===== src/rtl/fhp_pkg.sv =====
package fhp_pkg;

    // Filter length and derived widths.
    localparam int TAPS   = 64;
    localparam int TAP_W  = $clog2(TAPS);
    localparam int DATA_W = 16;
    localparam int IDX_W  = 6;
    localparam int PROD_W = 2 * DATA_W;
    // One guard bit per doubling of the tap count keeps the exact sum.
    localparam int ACC_W  = PROD_W + TAP_W;

    // Rounding offset and saturation limits of the Q8.30 sum.
    localparam int    FRAC_W   = DATA_W - 1;
    localparam int    ROUND    = 1 << (FRAC_W - 1);
    localparam longint SAT_HI  = 64'sd1 << (2 * FRAC_W);
    localparam longint SAT_LO  = -(64'sd1 << (2 * FRAC_W));

    // Item kinds.
    localparam logic KIND_SAMPLE = 1'b0;
    localparam logic KIND_COEF   = 1'b1;

    // Commands from the controller to the datapath.
    typedef struct packed {
        logic coef_we;
        logic delay_we;
        logic acc_clear;
        logic issue;
        logic out_load;
        logic wp_advance;
    } fhp_cmd_t;

    // Status from the datapath to the controller.
    typedef struct packed {
        logic tap_last;
        logic acc_done;
        logic out_full;
    } fhp_sts_t;

endpackage


===== src/rtl/fir_highpass_filter.sv =====
// Direct-form FIR high-pass filter with 64 taps on a Q1.15 audio stream. Each
// input item is either a coefficient load (kind = 1), which writes one Q1.15 tap
// weight and produces no result, or an audio sample (kind = 0), which is shifted
// into the delay line and produces one filtered sample: the sum of all taps of
// delayed sample times weight, with the newest sample on tap 0, rounded half up
// to Q1.15 and saturated, with m_clipped set when saturation occurred. Delay line
// and weights read as zero after reset. A coefficient load completes in the
// cycle it is accepted. Samples use the single shared multiply-accumulate,
// which visits one tap per cycle through the read, multiply and accumulate
// stages. A finished result waits in an output register, so new items are
// taken while it is still pending; if a second sum is ready before the first
// is taken, the block waits in its final step until the output frees up.
module fir_highpass_filter
    import fhp_pkg::*;
(
    input  logic                     aclk,
    input  logic                     aresetn,
    input  logic                     s_valid,
    output logic                     s_ready,
    input  logic                     s_kind,
    input  logic signed [DATA_W-1:0] s_sample_in,
    input  logic        [IDX_W-1:0]  s_coef_index,
    input  logic signed [DATA_W-1:0] s_coef_value,
    output logic                     m_valid,
    input  logic                     m_ready,
    output logic signed [DATA_W-1:0] m_filtered,
    output logic                     m_clipped
);

    // Commands flow from the controller to the datapath; status flows back.
    fhp_cmd_t cmd;
    fhp_sts_t sts;

    // The controller sequences each item: coefficient writes complete at once,
    // samples run through the tap loop and then load the output register.
    fhp_ctrl u_ctrl (
        .aclk    (aclk),
        .aresetn (aresetn),
        .s_valid (s_valid),
        .s_kind  (s_kind),
        .s_ready (s_ready),
        .sts     (sts),
        .cmd     (cmd)
    );

    // The datapath holds both memories, the multiply-accumulate pipeline,
    // the rounding and saturation logic, and the output register.
    fhp_datapath u_datapath (
        .aclk       (aclk),
        .aresetn    (aresetn),
        .cmd        (cmd),
        .sts        (sts),
        .sample_in  (s_sample_in),
        .coef_index (s_coef_index),
        .coef_value (s_coef_value),
        .m_valid    (m_valid),
        .m_ready    (m_ready),
        .m_filtered (m_filtered),
        .m_clipped  (m_clipped)
    );

endmodule


===== src/rtl/fhp_ctrl.sv =====
module fhp_ctrl
    import fhp_pkg::*;
(
    input  logic     aclk,
    input  logic     aresetn,
    input  logic     s_valid,
    input  logic     s_kind,
    output logic     s_ready,
    input  fhp_sts_t sts,
    output fhp_cmd_t cmd
);

    typedef enum logic [3:0] {
        ST_IDLE   = 4'b0001,
        ST_RUN    = 4'b0010,
        ST_WAIT   = 4'b0100,
        ST_FINISH = 4'b1000
    } state_t;

    state_t state_reg;
    state_t state_next;
    logic   accept;

    assign s_ready = (state_reg == ST_IDLE);
    assign accept  = s_valid && s_ready;

    always_comb begin
        state_next     = state_reg;
        cmd            = '0;
        case (state_reg)
            ST_IDLE: begin
                if (accept) begin
                    if (s_kind == KIND_COEF) begin
                        cmd.coef_we = 1'b1;
                    end else begin
                        cmd.delay_we  = 1'b1;
                        cmd.acc_clear = 1'b1;
                        state_next    = ST_RUN;
                    end
                end
            end
            ST_RUN: begin
                cmd.issue = 1'b1;
                if (sts.tap_last) begin
                    state_next = ST_WAIT;
                end
            end
            ST_WAIT: begin
                if (sts.acc_done) begin
                    state_next = ST_FINISH;
                end
            end
            ST_FINISH: begin
                // Hold the sum until the output register is free.
                if (!sts.out_full) begin
                    cmd.out_load   = 1'b1;
                    cmd.wp_advance = 1'b1;
                    state_next     = ST_IDLE;
                end
            end
            default: begin
                state_next = ST_IDLE;
            end
        endcase
    end

    always_ff @(posedge aclk) begin
        if (!aresetn) begin
            state_reg <= ST_IDLE;
        end else begin
            state_reg <= state_next;
        end
    end

    a_load_when_free: assert property (@(posedge aclk) disable iff (!aresetn)
        cmd.out_load |-> !sts.out_full)
        else $error("result loaded into a full output register");

    a_wait_exit: assert property (@(posedge aclk) disable iff (!aresetn)
        state_reg == ST_WAIT |=> state_reg == ST_WAIT || state_reg == ST_FINISH)
        else $error("left the drain state other than to finish");

    a_no_done_in_run: assert property (@(posedge aclk) disable iff (!aresetn)
        state_reg == ST_RUN |-> !sts.acc_done)
        else $error("accumulation finished while taps were still issued");

endmodule


===== src/rtl/fhp_datapath.sv =====
module fhp_datapath
    import fhp_pkg::*;
(
    input  logic                     aclk,
    input  logic                     aresetn,
    input  fhp_cmd_t                 cmd,
    output fhp_sts_t                 sts,
    input  logic signed [DATA_W-1:0] sample_in,
    input  logic        [IDX_W-1:0]  coef_index,
    input  logic signed [DATA_W-1:0] coef_value,
    output logic                     m_valid,
    input  logic                     m_ready,
    output logic signed [DATA_W-1:0] m_filtered,
    output logic                     m_clipped
);

    // Coefficient and delay memories; valid bits stand in for the zero reset.
    logic signed [DATA_W-1:0] coef_mem  [TAPS];
    logic signed [DATA_W-1:0] delay_mem [TAPS];
    logic [TAPS-1:0]          coef_vld_reg;
    logic [TAPS-1:0]          delay_vld_reg;

    logic [TAP_W-1:0] wp_reg;
    logic [TAP_W-1:0] tap_reg;
    logic [TAP_W-1:0] delay_raddr;
    logic [TAP_W-1:0] coef_waddr;
    logic             coef_in_range;

    logic signed [DATA_W-1:0] coef_rd_reg;
    logic signed [DATA_W-1:0] delay_rd_reg;
    logic                     coef_rv_reg;
    logic                     delay_rv_reg;
    logic                     rd_vld_reg;
    logic                     rd_last_reg;

    logic signed [DATA_W-1:0] coef_op;
    logic signed [DATA_W-1:0] delay_op;
    logic signed [PROD_W-1:0] prod_reg;
    logic                     prod_vld_reg;
    logic                     prod_last_reg;

    logic signed [ACC_W-1:0]  acc_reg;
    logic                     acc_done_reg;

    logic signed [ACC_W:0]    rounded;
    logic signed [DATA_W-1:0] sat_val;
    logic                     sat_flag;

    logic                     m_valid_reg;
    logic signed [DATA_W-1:0] filtered_reg;
    logic                     clipped_reg;

    assign coef_in_range = (int'(coef_index) < TAPS);
    assign coef_waddr    = TAP_W'(coef_index);

    // Delay slot of the current tap: newest sample at tap 0, walking backward.
    always_comb begin
        if (tap_reg > wp_reg) begin
            delay_raddr = TAP_W'(({1'b0, wp_reg} + (TAP_W+1)'(TAPS)) - {1'b0, tap_reg});
        end else begin
            delay_raddr = wp_reg - tap_reg;
        end
    end

    assign sts.tap_last = cmd.issue && (tap_reg == TAP_W'(TAPS - 1));
    assign sts.acc_done = acc_done_reg;
    assign sts.out_full = m_valid_reg && !m_ready;

    always_ff @(posedge aclk) begin
        if (cmd.coef_we && coef_in_range) begin
            coef_mem[coef_waddr] <= coef_value;
        end
        coef_rd_reg <= coef_mem[tap_reg];
    end

    always_ff @(posedge aclk) begin
        if (cmd.delay_we) begin
            delay_mem[wp_reg] <= sample_in;
        end
        delay_rd_reg <= delay_mem[delay_raddr];
    end

    always_ff @(posedge aclk) begin
        if (!aresetn) begin
            coef_vld_reg  <= '0;
            delay_vld_reg <= '0;
            coef_rv_reg   <= 1'b0;
            delay_rv_reg  <= 1'b0;
        end else begin
            if (cmd.coef_we && coef_in_range) begin
                coef_vld_reg[coef_waddr] <= 1'b1;
            end
            if (cmd.delay_we) begin
                delay_vld_reg[wp_reg] <= 1'b1;
            end
            coef_rv_reg  <= coef_vld_reg[tap_reg];
            delay_rv_reg <= delay_vld_reg[delay_raddr];
        end
    end

    // Tap counter and write pointer.
    always_ff @(posedge aclk) begin
        if (!aresetn) begin
            tap_reg <= '0;
            wp_reg  <= '0;
        end else begin
            if (cmd.acc_clear) begin
                tap_reg <= '0;
            end else if (cmd.issue && !sts.tap_last) begin
                tap_reg <= tap_reg + TAP_W'(1);
            end
            if (cmd.wp_advance) begin
                if (wp_reg == TAP_W'(TAPS - 1)) begin
                    wp_reg <= '0;
                end else begin
                    wp_reg <= wp_reg + TAP_W'(1);
                end
            end
        end
    end

    // Read, multiply and accumulate stages.
    assign coef_op  = coef_rv_reg  ? coef_rd_reg  : '0;
    assign delay_op = delay_rv_reg ? delay_rd_reg : '0;

    always_ff @(posedge aclk) begin
        prod_reg <= PROD_W'(coef_op * delay_op);
    end

    always_ff @(posedge aclk) begin
        if (!aresetn) begin
            rd_vld_reg    <= 1'b0;
            rd_last_reg   <= 1'b0;
            prod_vld_reg  <= 1'b0;
            prod_last_reg <= 1'b0;
            acc_done_reg  <= 1'b0;
            acc_reg       <= '0;
        end else begin
            rd_vld_reg    <= cmd.issue;
            rd_last_reg   <= sts.tap_last;
            prod_vld_reg  <= rd_vld_reg;
            prod_last_reg <= rd_last_reg;
            if (cmd.acc_clear) begin
                acc_reg      <= '0;
                acc_done_reg <= 1'b0;
            end else if (prod_vld_reg) begin
                acc_reg <= acc_reg + ACC_W'(prod_reg);
                if (prod_last_reg) begin
                    acc_done_reg <= 1'b1;
                end
            end
        end
    end

    // Round half up to Q1.15, then saturate.
    always_comb begin
        rounded = {acc_reg[ACC_W-1], acc_reg} + (ACC_W+1)'(ROUND);
        if (rounded >= SAT_HI) begin
            sat_val  = {1'b0, {(DATA_W-1){1'b1}}};
            sat_flag = 1'b1;
        end else if (rounded < SAT_LO) begin
            sat_val  = {1'b1, {(DATA_W-1){1'b0}}};
            sat_flag = 1'b1;
        end else begin
            sat_val  = rounded[2*FRAC_W:FRAC_W];
            sat_flag = 1'b0;
        end
    end

    always_ff @(posedge aclk) begin
        if (cmd.out_load) begin
            filtered_reg <= sat_val;
            clipped_reg  <= sat_flag;
        end
    end

    always_ff @(posedge aclk) begin
        if (!aresetn) begin
            m_valid_reg <= 1'b0;
        end else if (cmd.out_load) begin
            m_valid_reg <= 1'b1;
        end else if (m_ready) begin
            m_valid_reg <= 1'b0;
        end
    end

    assign m_valid    = m_valid_reg;
    assign m_filtered = filtered_reg;
    assign m_clipped  = clipped_reg;

    a_load_after_done: assert property (@(posedge aclk) disable iff (!aresetn)
        cmd.out_load |-> acc_done_reg)
        else $error("result loaded before the last product was accumulated");

    a_valid_from_load: assert property (@(posedge aclk) disable iff (!aresetn)
        $rose(m_valid_reg) |-> $past(cmd.out_load))
        else $error("output became valid without a result load");

    a_wp_stable: assert property (@(posedge aclk) disable iff (!aresetn)
        !cmd.wp_advance |=> $stable(wp_reg))
        else $error("write pointer moved without a finished sample");

endmodule


===== config.mk =====
export PLATFORM = sky130hd
export DESIGN_NAME = fir_highpass_filter
export DESIGN_NICKNAME = d
export VERILOG_FILES = /design/src/rtl/fhp_pkg.sv /design/src/rtl/fir_highpass_filter.sv /design/src/rtl/fhp_ctrl.sv /design/src/rtl/fhp_datapath.sv
export SDC_FILE = /design/constraint.sdc
export NUM_CORES = 2
export LEC_CHECK = 0
export BUFFER_PORTS_ARGS = -buffer_cell sky130_fd_sc_hd__buf_2
export CORE_AREA = 8 8 428 430
export DETAILED_ROUTE_END_ITERATION = 8
export DIE_AREA = 0 0 436 438
export GPL_ROUTABILITY_DRIVEN = 1
export HOLD_SLACK_MARGIN = 0.15
export PLACE_DENSITY = 0.74
export RECOVER_POWER = 50
export SLEW_MARGIN = 20
export SYNTH_ARGS = -nofsm -noshare
export SYNTH_HDL_FRONTEND = slang
export SYNTH_SLANG_ARGS = --single-unit

===== constraint.sdc =====
create_clock -name aclk -period 9.07 [get_ports aclk]
set_input_delay 0.4535 -clock aclk [delete_from_list [all_inputs] [get_ports aclk]]
set_output_delay 0.4535 -clock aclk [all_outputs]
set_load 0.02 [all_outputs]

==> metrics list <==
* Launching element type of the critical path: register
- Clock period minus final worst setup slack: 7320 ps
- In the synthesized netlist, the number of instances is 5331.
- Sequential elements use 67.4% of the synthesized area.
* Avg Inst Size Synth: 18.7 um^2
* Number of synthesis warnings: 0
- Number of fill cells in the layout: 12.1k
- VDD sags by at most 0.192 mV.
- Antenna violations before repair: 22
- Most area-consuming cells after synthesis: edfxtp_1 (62%), mux4_2 (16%), fa_1 (5.3%)
* Final hold violation count: 0
- Leakage power: 36.7 nW
- The total overflow left after global routing is 0.
* End-of-flow core utilization: 62.6%
* Vias per std cell: 6.27
* Number of clock buffers inserted by TritonCTS: 218
- Global routing used 23.9% of the available tracks across all layers.
* Primary FF master, synth: edfxtp_1
- Buffers placed on the I/O ports in this run total 61.
- Cell row count: 155
- Cell types with the highest counts after synthesis: edfxtp_1 (2065), mux4_2 (697), nor2_1 (332)
* Post-Place Worst Slack: 1730 ps
- Across the run, the number of max-cap violations was 42.
* Area share of the leading cell type in the synthesized netlist: 62.3%
* PnR worst setup slack: 1750 ps
- Setup repair after global routing left no endpoint under its margin.
* Number of H-tree levels: 4
* Share of the cycle needed by the critical path after routing: 80.7%
- Core area: 0.177 mm^2
- For this block, the initial DRC count from the detailed router was 5931.
* Finish-stage setup viols: 0
- Total number of nets in the final design: 5984
- The tree built by TritonCTS fans out to 2319 sinks.
- Of all cell types, the one taking the most synthesized area is edfxtp_1.
- Routed Wire Length: 231000 um
- Clock tree from TritonCTS: done
- In this run the cell area of the synthesized design comes to 0.0996 mm^2.
* CP max FO: 34
- The via count of the first global-routing pass came to 52.0k.
- The largest registers in the layout are u_datapath.coef_mem (1024), u_datapath.delay_mem (1024).
- Most frequently used cell type in the post-synthesis netlist: edfxtp_1
- Crit Path Class: register to register
* List of cells traversed by the critical path: nand2_1, nor2_1, fa_1, fa_1, fa_1, fa_1, fa_1, inv_1, fa_1, inv_1, ha_1, nand3_1, nor2_1, a211o_1, a21oi_1, a21boi_1, o21ai_0, o41ai_1, xnor2_1
- The worst setup path is captured at a register.
- The detail route stage leaves a number of antenna-violating nets equal to 0.
- Insertion delay of the later-clocked pin in the worst-skew pair: 900 ps
- Mapped Nets: 5766
- Wire length of the first global-routing pass: 340000 um
* #FFs+latches synth: 2319
- Floorplan die area: 0.191 mm^2
- Counting flops with a built-in enable in the synthesized netlist gives 2065.
- Number of setup buffers added after CTS: 0
* Slowest library cell on the worst path: dfxtp_1
- The pre-antenna-repair detailed-routing pass consisted of 7 iterations.
* Share of layout cells above drive strength 1: 22.2%
- Data on the critical path is required at its endpoint by 9860 ps.
* Vias: 50.8k
- After synthesis, the share of flip-flops with an asynchronous set or reset is 0%.
- Die extent in y: 438 um
- At the end of routability-driven placement, the weighted congestion stood at 0.904.
- The initial utilization of the core area, before any placement, comes to 56.3%.
- DR WL/cell: 28.5 um
- The flow ran to the end, but the final reports show violations.
* Clk root buf: clkbuf_16
- HPWL reported at the end of detailed placement: 133000 um
- 62 I/O pins were placed.
- Relative to the synthesized area, the layout overhead comes to 11.1%.
- Clock edge transition at the registers on the reported setup and hold paths: 70 ps
* Skew final: 74.8 ps
* Actual transition at the worst max-transition pin: 3070 ps
- Number of pins with negative max-slew slack in the final report: 2373
* Power density of the placed cells: 195 mW/mm^2
- Tightest Hold Check Type: primary input to register
- CP max stage delay: 980 ps
- Die Wd: 436 um
- Based on the critical path, the design can be clocked at up to 137 MHz.
* Number of distinct library cell variants in the gate-level netlist after synthesis: 76
- By instance count, the cell type seen most on the critical path is fa_1.
- Drc violations: 0
* Violated checks: max-capacitance violations, max-slew violations
* Pin count of the biggest net entering global routing: 106
- No sink is reached through more buffers than the 3 on the longest clock path.
- The worst pin sits at a relative slew slack of -104%.
- Final TNS setup: 0 ps
* Critical path data arrival time: 8110 ps
-- layout make-up --
class	instances	area, um^2	share of cell area, %
Sequential cell	2319	67100	60.6
Clock buffer	287	5860	5.30
Multi-Input combinational cell	2437	30500	27.5
Inverter	313	1180	1.06
Timing Repair Buffer	260	1820	1.65
Antenna cell	12	30.0	0.0271
Clock inverter	128	1250	1.13
Tap cell	2355	2950	2.66
-- final timing paths --
check | start | endpoint | slack, ps | cells past startpoint
setup / recovery | u_datapath.coef_rv_reg | u_datapath.prod_reg[31] | 1750 | 19
hold / removal | s_kind | u_ctrl.state_reg[1] | 230 | 4
setup reg to reg | u_datapath.coef_rv_reg | u_datapath.prod_reg[31] | 1750 | 19
hold reg to reg | u_datapath.rd_last_reg | u_datapath.prod_last_reg | 440 | 1
-- layer usage --
metal  routed length, um  share of wire, %  track usage, %  vias up
met4                7170               3.1            7.25        6
met2              114000                49            39.5     2408
met1               89600                39            32.7    26768
li1                    -                 -               -    21263
met5                  41             0.018               0        -
met3               20100               8.7            4.77      398
-- what timing repair did --
item	in CTS	in global routing
hold buffers	3	30
endpoints found under the setup margin	0	0
endpoints found under the hold margin	24	694
resized for setup	0	0
-- report_power, final --
part	switching, W	total (W)	internal [W]
logic	0.000557	0.000900	0.000343
registers	0.0000338	0.0117	0.0117
clock network	0.00401	0.00892	0.00491
total	0.00460	0.0215	0.0169
-- layout by cell type (no fill, tap or decap), types with 121 or more instances in the layout --
cell	Yosys	routed
nand2_1	204	204
dfxtp_1	254	251
nor2_1	332	256
edfxtp_1	2065	2065
ha_1	128	127
clkbuf_1	156	121
fa_1	264	263
inv_1	312	312
o21a_1	140	140
buf_4	4	146
mux4_2	697	697
clkbuf_16	0	218
-- per-stage QoR --
step	area [um^2]	hold slack, ps	power [W]	cells
finish	111000	230	0.0215	8111
CTS	110000	165	0.0217	8067
floorplan	99600	412	0.0124	5331
global placement	103000	416	0.0128	7649
global route	111000	265	0.0221	8103
detailed placement	103000	422	0.0128	7649
-- worst max-delay path, delay by kind of cell, from the launching register on --
kind | cells | cell delay (ps)
AOI/OAI and AO/OA | 5 | 1200
and+or+nand+nor | 4 | 970
adders and majority gates | 7 | 3860
buffers and inverters | 2 | 90
xor gates and xnor gates | 1 | 160
DFF | 1 | 980
-- cells by family after synthesis --
| group | count (synthesis) | share of synthesized area, % |
|---|---|---|
| fa+ha+maj | 392 | 6.91 |
| flops | 2319 | 67.4 |
| buf+inv | 575 | 2.31 |
| xor+xnor | 82 | 0.721 |
| mux | 729 | 16.1 |
| simple gates | 795 | 3.60 |
| compound gates | 439 | 3.00 |
Power figures use the tool's default switching activity.
